[src/design/telemetry_command_deframer_defines.svh]
// ---------------------------------------------------------------------------
// telemetry command deframer assertion macros
// concurrent assertion wrappers, compiled out for synthesis
// ---------------------------------------------------------------------------
`ifndef TELEMETRY_COMMAND_DEFRAMER_DEFINES_SVH
`define TELEMETRY_COMMAND_DEFRAMER_DEFINES_SVH

`ifndef SYNTHESIS

// checked only out of reset
`define TCD_ASSERT(label, clk, rst_n, prop) \
    label: assert property (@(posedge clk) disable iff (!rst_n) prop) \
        else $error("tcd assertion failed");

// checked on every edge, reset included
`define TCD_ASSERT_ALWAYS(label, clk, prop) \
    label: assert property (@(posedge clk) prop) \
        else $error("tcd assertion failed");

`else

`define TCD_ASSERT(label, clk, rst_n, prop)
`define TCD_ASSERT_ALWAYS(label, clk, prop)

`endif

`endif

[src/design/tcd_pkg.sv]
// ---------------------------------------------------------------------------
// tcd_pkg
// shared types and constants of the telemetry command deframer
// ---------------------------------------------------------------------------
`default_nettype none

package tcd_pkg;

    localparam logic [7:0] SYNC_RESET     = 8'h24;

    localparam logic [7:0] CMD_HEARTBEAT  = 8'h0A;
    localparam logic [7:0] CMD_ARM        = 8'h0B;
    localparam logic [7:0] CMD_FLIGHT     = 8'h0C;
    localparam logic [7:0] CMD_TEST       = 8'h0D;
    localparam logic [7:0] CMD_DISARM     = 8'h0E;

    localparam logic [7:0] TEST_MAX_ARGS  = 8'd6;
    localparam logic [3:0] TEST_HDR_LEFT  = 4'd8;
    localparam logic [3:0] TEST_CNT_LEFT  = 4'd6;
    localparam logic [3:0] HB_LEFT        = 4'd1;

    localparam logic [2:0] EV_NONE        = 3'd0;
    localparam logic [2:0] EV_SYNC_MISS   = 3'd1;
    localparam logic [2:0] EV_BAD_CMD     = 3'd2;
    localparam logic [2:0] EV_ARM         = 3'd3;
    localparam logic [2:0] EV_FLIGHT      = 3'd4;
    localparam logic [2:0] EV_DISARM      = 3'd5;
    localparam logic [2:0] EV_HEARTBEAT   = 3'd6;
    localparam logic [2:0] EV_TEST        = 3'd7;

    typedef struct packed {
        logic       valid;
        logic [7:0] data;
    } t_byte_xfer;

endpackage

`default_nettype wire

[src/design/tcd_in_stage.sv]
// ---------------------------------------------------------------------------
// tcd_in_stage
// input register: holds one received byte until the deframer takes it
// ---------------------------------------------------------------------------
`default_nettype none

module tcd_in_stage
    import tcd_pkg::*;
(
    input  wire logic       i_clk,
    input  wire logic       i_rst_n,
    input  wire logic       i_valid,
    output logic            o_stall,
    input  wire logic [7:0] i_rx_byte,
    output t_byte_xfer      o_xfer,
    input  wire logic       i_ready
);

    logic       r_valid;
    logic [7:0] r_data;

    assign o_stall = r_valid && !i_ready;

    always_ff @(posedge i_clk) begin
        if (!i_rst_n) begin
            r_valid <= 1'b0;
        end else if (!o_stall) begin
            r_valid <= i_valid;
        end
    end

    always_ff @(posedge i_clk) begin
        if (!o_stall) begin
            r_data <= i_rx_byte;
        end
    end

    assign o_xfer.valid = r_valid;
    assign o_xfer.data  = r_data;

endmodule

`default_nettype wire

[src/design/tcd_deframe.sv]
// ---------------------------------------------------------------------------
// tcd_deframe
// packet state machine, argument store and result register
// ---------------------------------------------------------------------------
`default_nettype none

module tcd_deframe
    import tcd_pkg::*;
(
    input  wire logic       i_clk,
    input  wire logic       i_rst_n,
    input  wire logic [7:0] i_sync,
    input  wire t_byte_xfer i_xfer,
    output logic            o_ready,
    output logic            o_valid,
    input  wire logic       i_stall,
    output logic [2:0]      o_event_res,
    output logic [63:0]     o_arg_bytes
);

    typedef enum logic [1:0] {
        PH_SYNC,
        PH_CODE,
        PH_ARGS
    } t_phase;

    typedef enum logic [1:0] {
        KIND_NONE,
        KIND_HB,
        KIND_TEST
    } t_kind;

    t_phase          r_phase, n_phase;
    t_kind           r_kind, n_kind;
    logic [3:0]      r_left, n_left;
    logic [7:0][7:0] r_store, n_store;
    logic [2:0]      r_event, n_event;
    logic            r_valid;
    logic [3:0]      left_dec;
    logic            advance;
    logic [7:0]      b;

    assign o_ready = !r_valid || !i_stall;
    assign advance = i_xfer.valid && o_ready;
    assign b       = i_xfer.data;
    assign left_dec = r_left - 4'd1;

    always_comb begin
        n_phase = r_phase;
        n_kind  = r_kind;
        n_left  = r_left;
        n_store = r_store;
        n_event = EV_NONE;
        case (r_phase)
            PH_SYNC: begin
                if (b != i_sync) begin
                    n_event = EV_SYNC_MISS;
                end else begin
                    n_phase = PH_CODE;
                end
            end
            PH_CODE: begin
                n_phase = PH_SYNC;
                n_kind  = KIND_NONE;
                n_left  = '0;
                case (b)
                    CMD_HEARTBEAT: begin
                        n_phase = PH_ARGS;
                        n_kind  = KIND_HB;
                        n_left  = HB_LEFT;
                    end
                    CMD_TEST: begin
                        n_phase = PH_ARGS;
                        n_kind  = KIND_TEST;
                        n_left  = TEST_HDR_LEFT;
                    end
                    CMD_ARM:    n_event = EV_ARM;
                    CMD_FLIGHT: n_event = EV_FLIGHT;
                    CMD_DISARM: n_event = EV_DISARM;
                    default:    n_event = EV_BAD_CMD;
                endcase
            end
            PH_ARGS: begin
                if (r_left != 4'd0 && (r_kind == KIND_HB || r_kind == KIND_TEST)) begin
                    n_store[left_dec[2:0]] = b;
                    n_left = left_dec;
                    if (r_kind == KIND_HB) begin
                        n_event = EV_HEARTBEAT;
                    end else begin
                        // count byte, saturated so the store is never overrun
                        if (left_dec == TEST_CNT_LEFT) begin
                            n_left = (b > TEST_MAX_ARGS) ? TEST_MAX_ARGS[3:0] : b[3:0];
                        end
                        if (n_left == 4'd0) begin
                            n_event = EV_TEST;
                        end
                    end
                    if (n_left == 4'd0) begin
                        n_phase = PH_SYNC;
                        n_kind  = KIND_NONE;
                    end
                end else begin
                    n_phase = PH_SYNC;
                    n_kind  = KIND_NONE;
                    n_left  = '0;
                end
            end
            default: begin
                n_phase = PH_SYNC;
                n_kind  = KIND_NONE;
                n_left  = '0;
            end
        endcase
    end

    always_ff @(posedge i_clk) begin
        if (!i_rst_n) begin
            r_phase <= PH_SYNC;
            r_kind  <= KIND_NONE;
            r_left  <= '0;
            r_store <= '0;
            r_valid <= 1'b0;
            r_event <= EV_NONE;
        end else begin
            if (o_ready) begin
                r_valid <= i_xfer.valid;
            end
            if (advance) begin
                r_phase <= n_phase;
                r_kind  <= n_kind;
                r_left  <= n_left;
                r_store <= n_store;
                r_event <= n_event;
            end
        end
    end

    assign o_valid     = r_valid;
    assign o_event_res = r_event;
    assign o_arg_bytes = r_store;

endmodule

`default_nettype wire

[src/design/telemetry_command_deframer.sv]
// ---------------------------------------------------------------------------
// telemetry_command_deframer
// deframes sync/command/argument packets from a received byte stream
// ---------------------------------------------------------------------------
// One byte is taken per clock when the output is not stalled, and every byte
// gives one result (event code and the packed 8-byte argument store) after
// passing the input register and then the packet state update into the
// result register. The state update is the only loop, so the sustained rate
// is one byte per cycle while the output is not stalled.
// r_sync resets to 0x24 and is written through i_cfg_we/i_cfg_wdata.
// ---------------------------------------------------------------------------
`default_nettype none

`include "telemetry_command_deframer_defines.svh"

module telemetry_command_deframer
    import tcd_pkg::*;
(
    input  wire logic        i_clk,
    input  wire logic        i_rst_n,
    input  wire logic        i_cfg_we,
    input  wire logic [7:0]  i_cfg_wdata,
    input  wire logic        i_valid,
    output logic             o_stall,
    input  wire logic [7:0]  i_rx_byte,
    output logic             o_valid,
    input  wire logic        i_stall,
    output logic [2:0]       o_event_res,
    output logic [63:0]      o_arg_bytes
);

    logic [7:0] r_sync;
    t_byte_xfer stage_xfer;
    logic       deframe_ready;
    logic       advance;

    always_ff @(posedge i_clk) begin
        if (!i_rst_n) begin
            r_sync <= SYNC_RESET;
        end else if (i_cfg_we) begin
            r_sync <= i_cfg_wdata;
        end
    end

    tcd_in_stage u_in_stage (
        .i_clk     (i_clk),
        .i_rst_n   (i_rst_n),
        .i_valid   (i_valid),
        .o_stall   (o_stall),
        .i_rx_byte (i_rx_byte),
        .o_xfer    (stage_xfer),
        .i_ready   (deframe_ready)
    );

    tcd_deframe u_deframe (
        .i_clk       (i_clk),
        .i_rst_n     (i_rst_n),
        .i_sync      (r_sync),
        .i_xfer      (stage_xfer),
        .o_ready     (deframe_ready),
        .o_valid     (o_valid),
        .i_stall     (i_stall),
        .o_event_res (o_event_res),
        .o_arg_bytes (o_arg_bytes)
    );

    assign advance = stage_xfer.valid && deframe_ready;

    `TCD_ASSERT(a_adv_gives_result, i_clk, i_rst_n, advance |=> o_valid)
    `TCD_ASSERT(a_store_holds, i_clk, i_rst_n, !advance |=> $stable(o_arg_bytes))
    `TCD_ASSERT(a_stall_only_full, i_clk, i_rst_n, o_stall |-> stage_xfer.valid)
    `TCD_ASSERT_ALWAYS(a_reset_empty, i_clk, !i_rst_n |=> !o_valid && !o_stall)

endmodule

`default_nettype wire

[config.mk]
export PLATFORM = sky130hd
export DESIGN_NAME = telemetry_command_deframer
export DESIGN_NICKNAME = d
export VERILOG_FILES = /design/src/design/tcd_pkg.sv /design/src/design/tcd_in_stage.sv /design/src/design/tcd_deframe.sv /design/src/design/telemetry_command_deframer.sv
export VERILOG_INCLUDE_DIRS = /design/src /design/src/design
export SDC_FILE = /design/constraint.sdc
export NUM_CORES = 1
export LEC_CHECK = 0
export ABC_AREA = 1
export BUFFER_PORTS_ARGS = -buffer_cell sky130_fd_sc_hd__buf_2
export CAP_MARGIN = 20
export CORE_ASPECT_RATIO = 0.6
export CORE_MARGIN = 10
export CORE_UTILIZATION = 58
export CTS_CLUSTER_DIAMETER = 50
export DETAILED_ROUTE_END_ITERATION = 8
export PLACE_DENSITY_LB_ADDON = 0.08
export SLEW_MARGIN = 5
export SYNTH_ARGS = -nofsm -noshare
export SYNTH_HDL_FRONTEND = slang
export SYNTH_HIERARCHICAL = 1
export SYNTH_SLANG_ARGS = --single-unit
[constraint.sdc]
create_clock -name i_clk -period 3.9 [get_ports i_clk]
set_clock_uncertainty 0.05 [all_clocks]
set_input_delay 0.78 -clock i_clk [delete_from_list [all_inputs] [get_ports i_clk]]
set_output_delay 0.78 -clock i_clk [all_outputs]
set_load 0.005 [all_outputs]
==> reports/metrics.yaml <==
power:
  p_int_mw: 1.516
  switchingPower_mw: 0.4372
  netSwitchingFraction: 0.2239
  leakagePower_nw: 2.276
  ir_drop_mv: 0.2459
  p_clk_frac: 0.451
  power_frac_seq: 0.508
  p_per_area_nw_per_um2: 414.3
  p_total_mw: 1.953
  comb_power_share: 0.040
detailed_routing:
  drcViolationCount: 0
  via_per_inst: 5.272
  detail-route-antenna-nets: 0
  firstDrtPassIters: 5
  vias: 3548
  wl_um: 10480
  drt-initial-drc-count: 302
  wire_per_inst_um: 15.57
critical_path:
  crit_type: "in -> out"
  slowest_delay_ns: 0.21
  slowest_stage: "nand2_2"
  cp_cell_sequence: "buf_2 -> nand2_1 -> inv_1 -> nand2_2 -> inv_1 -> buf_2"
  cp.arrival_ns: 1.47
  critPathRequiredTime_ns: 3.07
  worstPathMaxFanout: 10
  end_kind: "output port"
  startpoint_type: "primary input"
  r2r_cells: 16
sta:
  period_minus_slack_ns: 2.301
  finalCritPeriodShare: 0.5901
  slew_headroom: 0.3840
  finalHoldViolCount: 0
  fin_tns_setup_ns: 0
  tightest_slew_ns: 0.9240
  rsz0062_at_grt: "false"
  finalMaxSlewViolations: 0
  setup_viol: 0
  fmax_ghz: 0.4346
place:
  gp_congestion: 0.8490
  port_buffers: 89
  dp_cells: 658
  dp_hpwl_um: 7399
die:
  die_h_um: 84.71
  fp.coreArea_um2: 6734
  design.die.area_um2: 10830
  die_x_um: 127.8
  num_io_pins: 90
  rows: 23
  start_util: 0.6011
finish:
  diodes: 0
  drive_gt1_frac: 0.2491
  fin_cells: 673
  syn_to_final_growth_pct: 16.45
  nFillCells: 568
  layout.nets: 610
global_route:
  antenna_found_initial: 0
  grt_util_all_layers: 0.1914
  grt_first_pass_wirelength_um: 17000
  grt-ovfl-total: 0
  grt_start_max_net_pins: 64
  grt_pass1_vias: 3394
logic_synthesis:
  ys_types: 30
  synth_cells: 507
  yosysSeqAreaShare: 0.4798
  yosys_warnings: 6
  netlist_area_um2: 4048
  synth_area_per_cell_um2: 7.983
  synth-seq-cells: 93
  synth_nets: 535
hold_path:
  hp-class: "reg -> reg"
  whs_path_depth: 2
clock_tree:
  clkLatencyLatePin_ns: 0.34
  cts_buffers: 9
  ctsResizeCount: 0
  clk_path_buf_depth: 2
  hold_buffers: 0
  cts-htree-levels: 3
  post_cts_buffers: 0
  cts_root_buffer: "clkbuf_16"
  clk_pin_slew_ns: 0.06
  cts_sinks: 93
  cts_tree: "done"
run_status:
  status: "finished, final reports clean"
flow_run:
  maxCapViolations: 0
cell type report:
class                           count  area [µm²]  share of cell area
Clock buffer                       10       239.0             0.05070
Clock inverter                      5       60.06             0.01274
Inverter                           45       168.9             0.03584
Multi-Input combinational cell    343        1742              0.3695
Sequential cell                    93        1942              0.4120
Tap cell                           87       108.9             0.02310
Timing Repair Buffer               90       452.9             0.09610
Yosys cell counts, drive strengths merged:
master,instances,share of area
a21boi,1,0.0019
a21oi,52,0.065
a31oi,1,0.0031
buf,19,0.042
clkbuf,7,0.0065
dfxtp,85,0.42
edfxtp,8,0.059
ha,7,0.022
inv,45,0.042
nand2,86,0.095
nand3,18,0.023
nand4,3,0.0046
nor2,91,0.10
nor3,5,0.0062
o21a,1,0.0019
o21ai,67,0.083
o22ai,3,0.0046
or2,4,0.0062
xnor2,2,0.0043
xor2,2,0.0043
metrics by stage:
stage	setup slack, ns	util	cell area [µm²]	hold slack, ns
5_1_grt	1.425	0.6999	4713	0.4525
3_3_place_gp	1.643	0.6555	4414	0.4026
6_report	1.599	0.6999	4713	0.4179
4_1_cts	1.602	0.6999	4713	0.4172
2_1_floorplan	1.919	-	4048	0.3920
3_5_place_dp	1.596	0.6555	4414	0.4079
worst paths after layout:
path                            startpoint                        to  slack [ns]
setup / recovery                   i_stall                   o_stall        1.60
hold / removal    u_deframe/o_event_res[1]  u_deframe/o_event_res[1]        0.42
setup reg to reg       u_deframe/r_left[0]      u_deframe/r_phase[1]        1.62
hold reg to reg   u_deframe/o_event_res[1]  u_deframe/o_event_res[1]        0.42
sequential cells by signal, summed over array words and instances (netlist names):
| signal | count |
|---|---|
| u_deframe/o_event_res | 3 |
| u_deframe/r_left | 4 |
| u_in_stage/r_valid | 1 |
| u_deframe/r_kind | 2 |
| u_in_stage/r_data | 8 |
| u_deframe/o_arg_bytes | 64 |
| u_deframe/o_valid | 1 |
| u_deframe/r_phase | 2 |
| r_sync | 8 |
logic make-up after synthesis:
logic type / count (synthesis) / share of synthesized area
AOI/OAI and AO/OA: 125 / 0.1595
and+or+nand+nor: 207 / 0.2405
adders and majority gates: 7 / 0.02164
xor gates and xnor gates: 4 / 0.008657
DFF: 93 / 0.4798
buffers and inverters: 71 / 0.08995
power by group through the flow:
stage	logic [mW]	registers, mW	clock network [mW]
3_5_place_dp	0.0780	1.01	0
6_report	0.0790	0.992	0.882
4_1_cts	0.0786	0.992	0.892
5_1_grt	0.0881	0.994	0.930
3_3_place_gp	0.0758	1.01	0
2_1_floorplan	0.0602	1.00	0
cells in the final DEF (no fill, tap or decap), types with 2 or more instances in the layout:
cell type	synthesis	final
nor2_1	78	78
o21ai_1	12	12
nor3_1	5	5
buf_2	6	89
nor2_4	10	10
edfxtp_1	8	8
a21oi_1	51	51
nand2_4	5	5
dfxtp_1	85	85
ha_1	7	7
clkbuf_16	0	9
xnor2_1	2	2
nand4_1	3	3
nand3_1	17	17
inv_1	39	39
xor2_1	2	2
or2_2	4	4
nand2_1	71	71
inv_2	6	6
o21ai_0	55	55
nand2_2	10	10
o22ai_1	3	3
nor2_2	3	3
per-layer routing:
layer | share of wire | vias to the layer above | track usage | wire length [µm]
li1 | - | 1779 | - | -
met1 | 0.47 | 1629 | 0.2538 | 4899
met2 | 0.43 | 130 | 0.2872 | 4528
met3 | 0.092 | 10 | 0.06968 | 960
met4 | 0.0086 | 0 | 0.04990 | 90
met5 | 0 | - | 0 | 0
worst max-delay path: cells and delay by family:
family,cells,cell delay [ns]
AND/OR/NAND/NOR,2,0.31
buffers and inverters,4,0.36
Note: power is estimated with default switching activity, not from simulation.
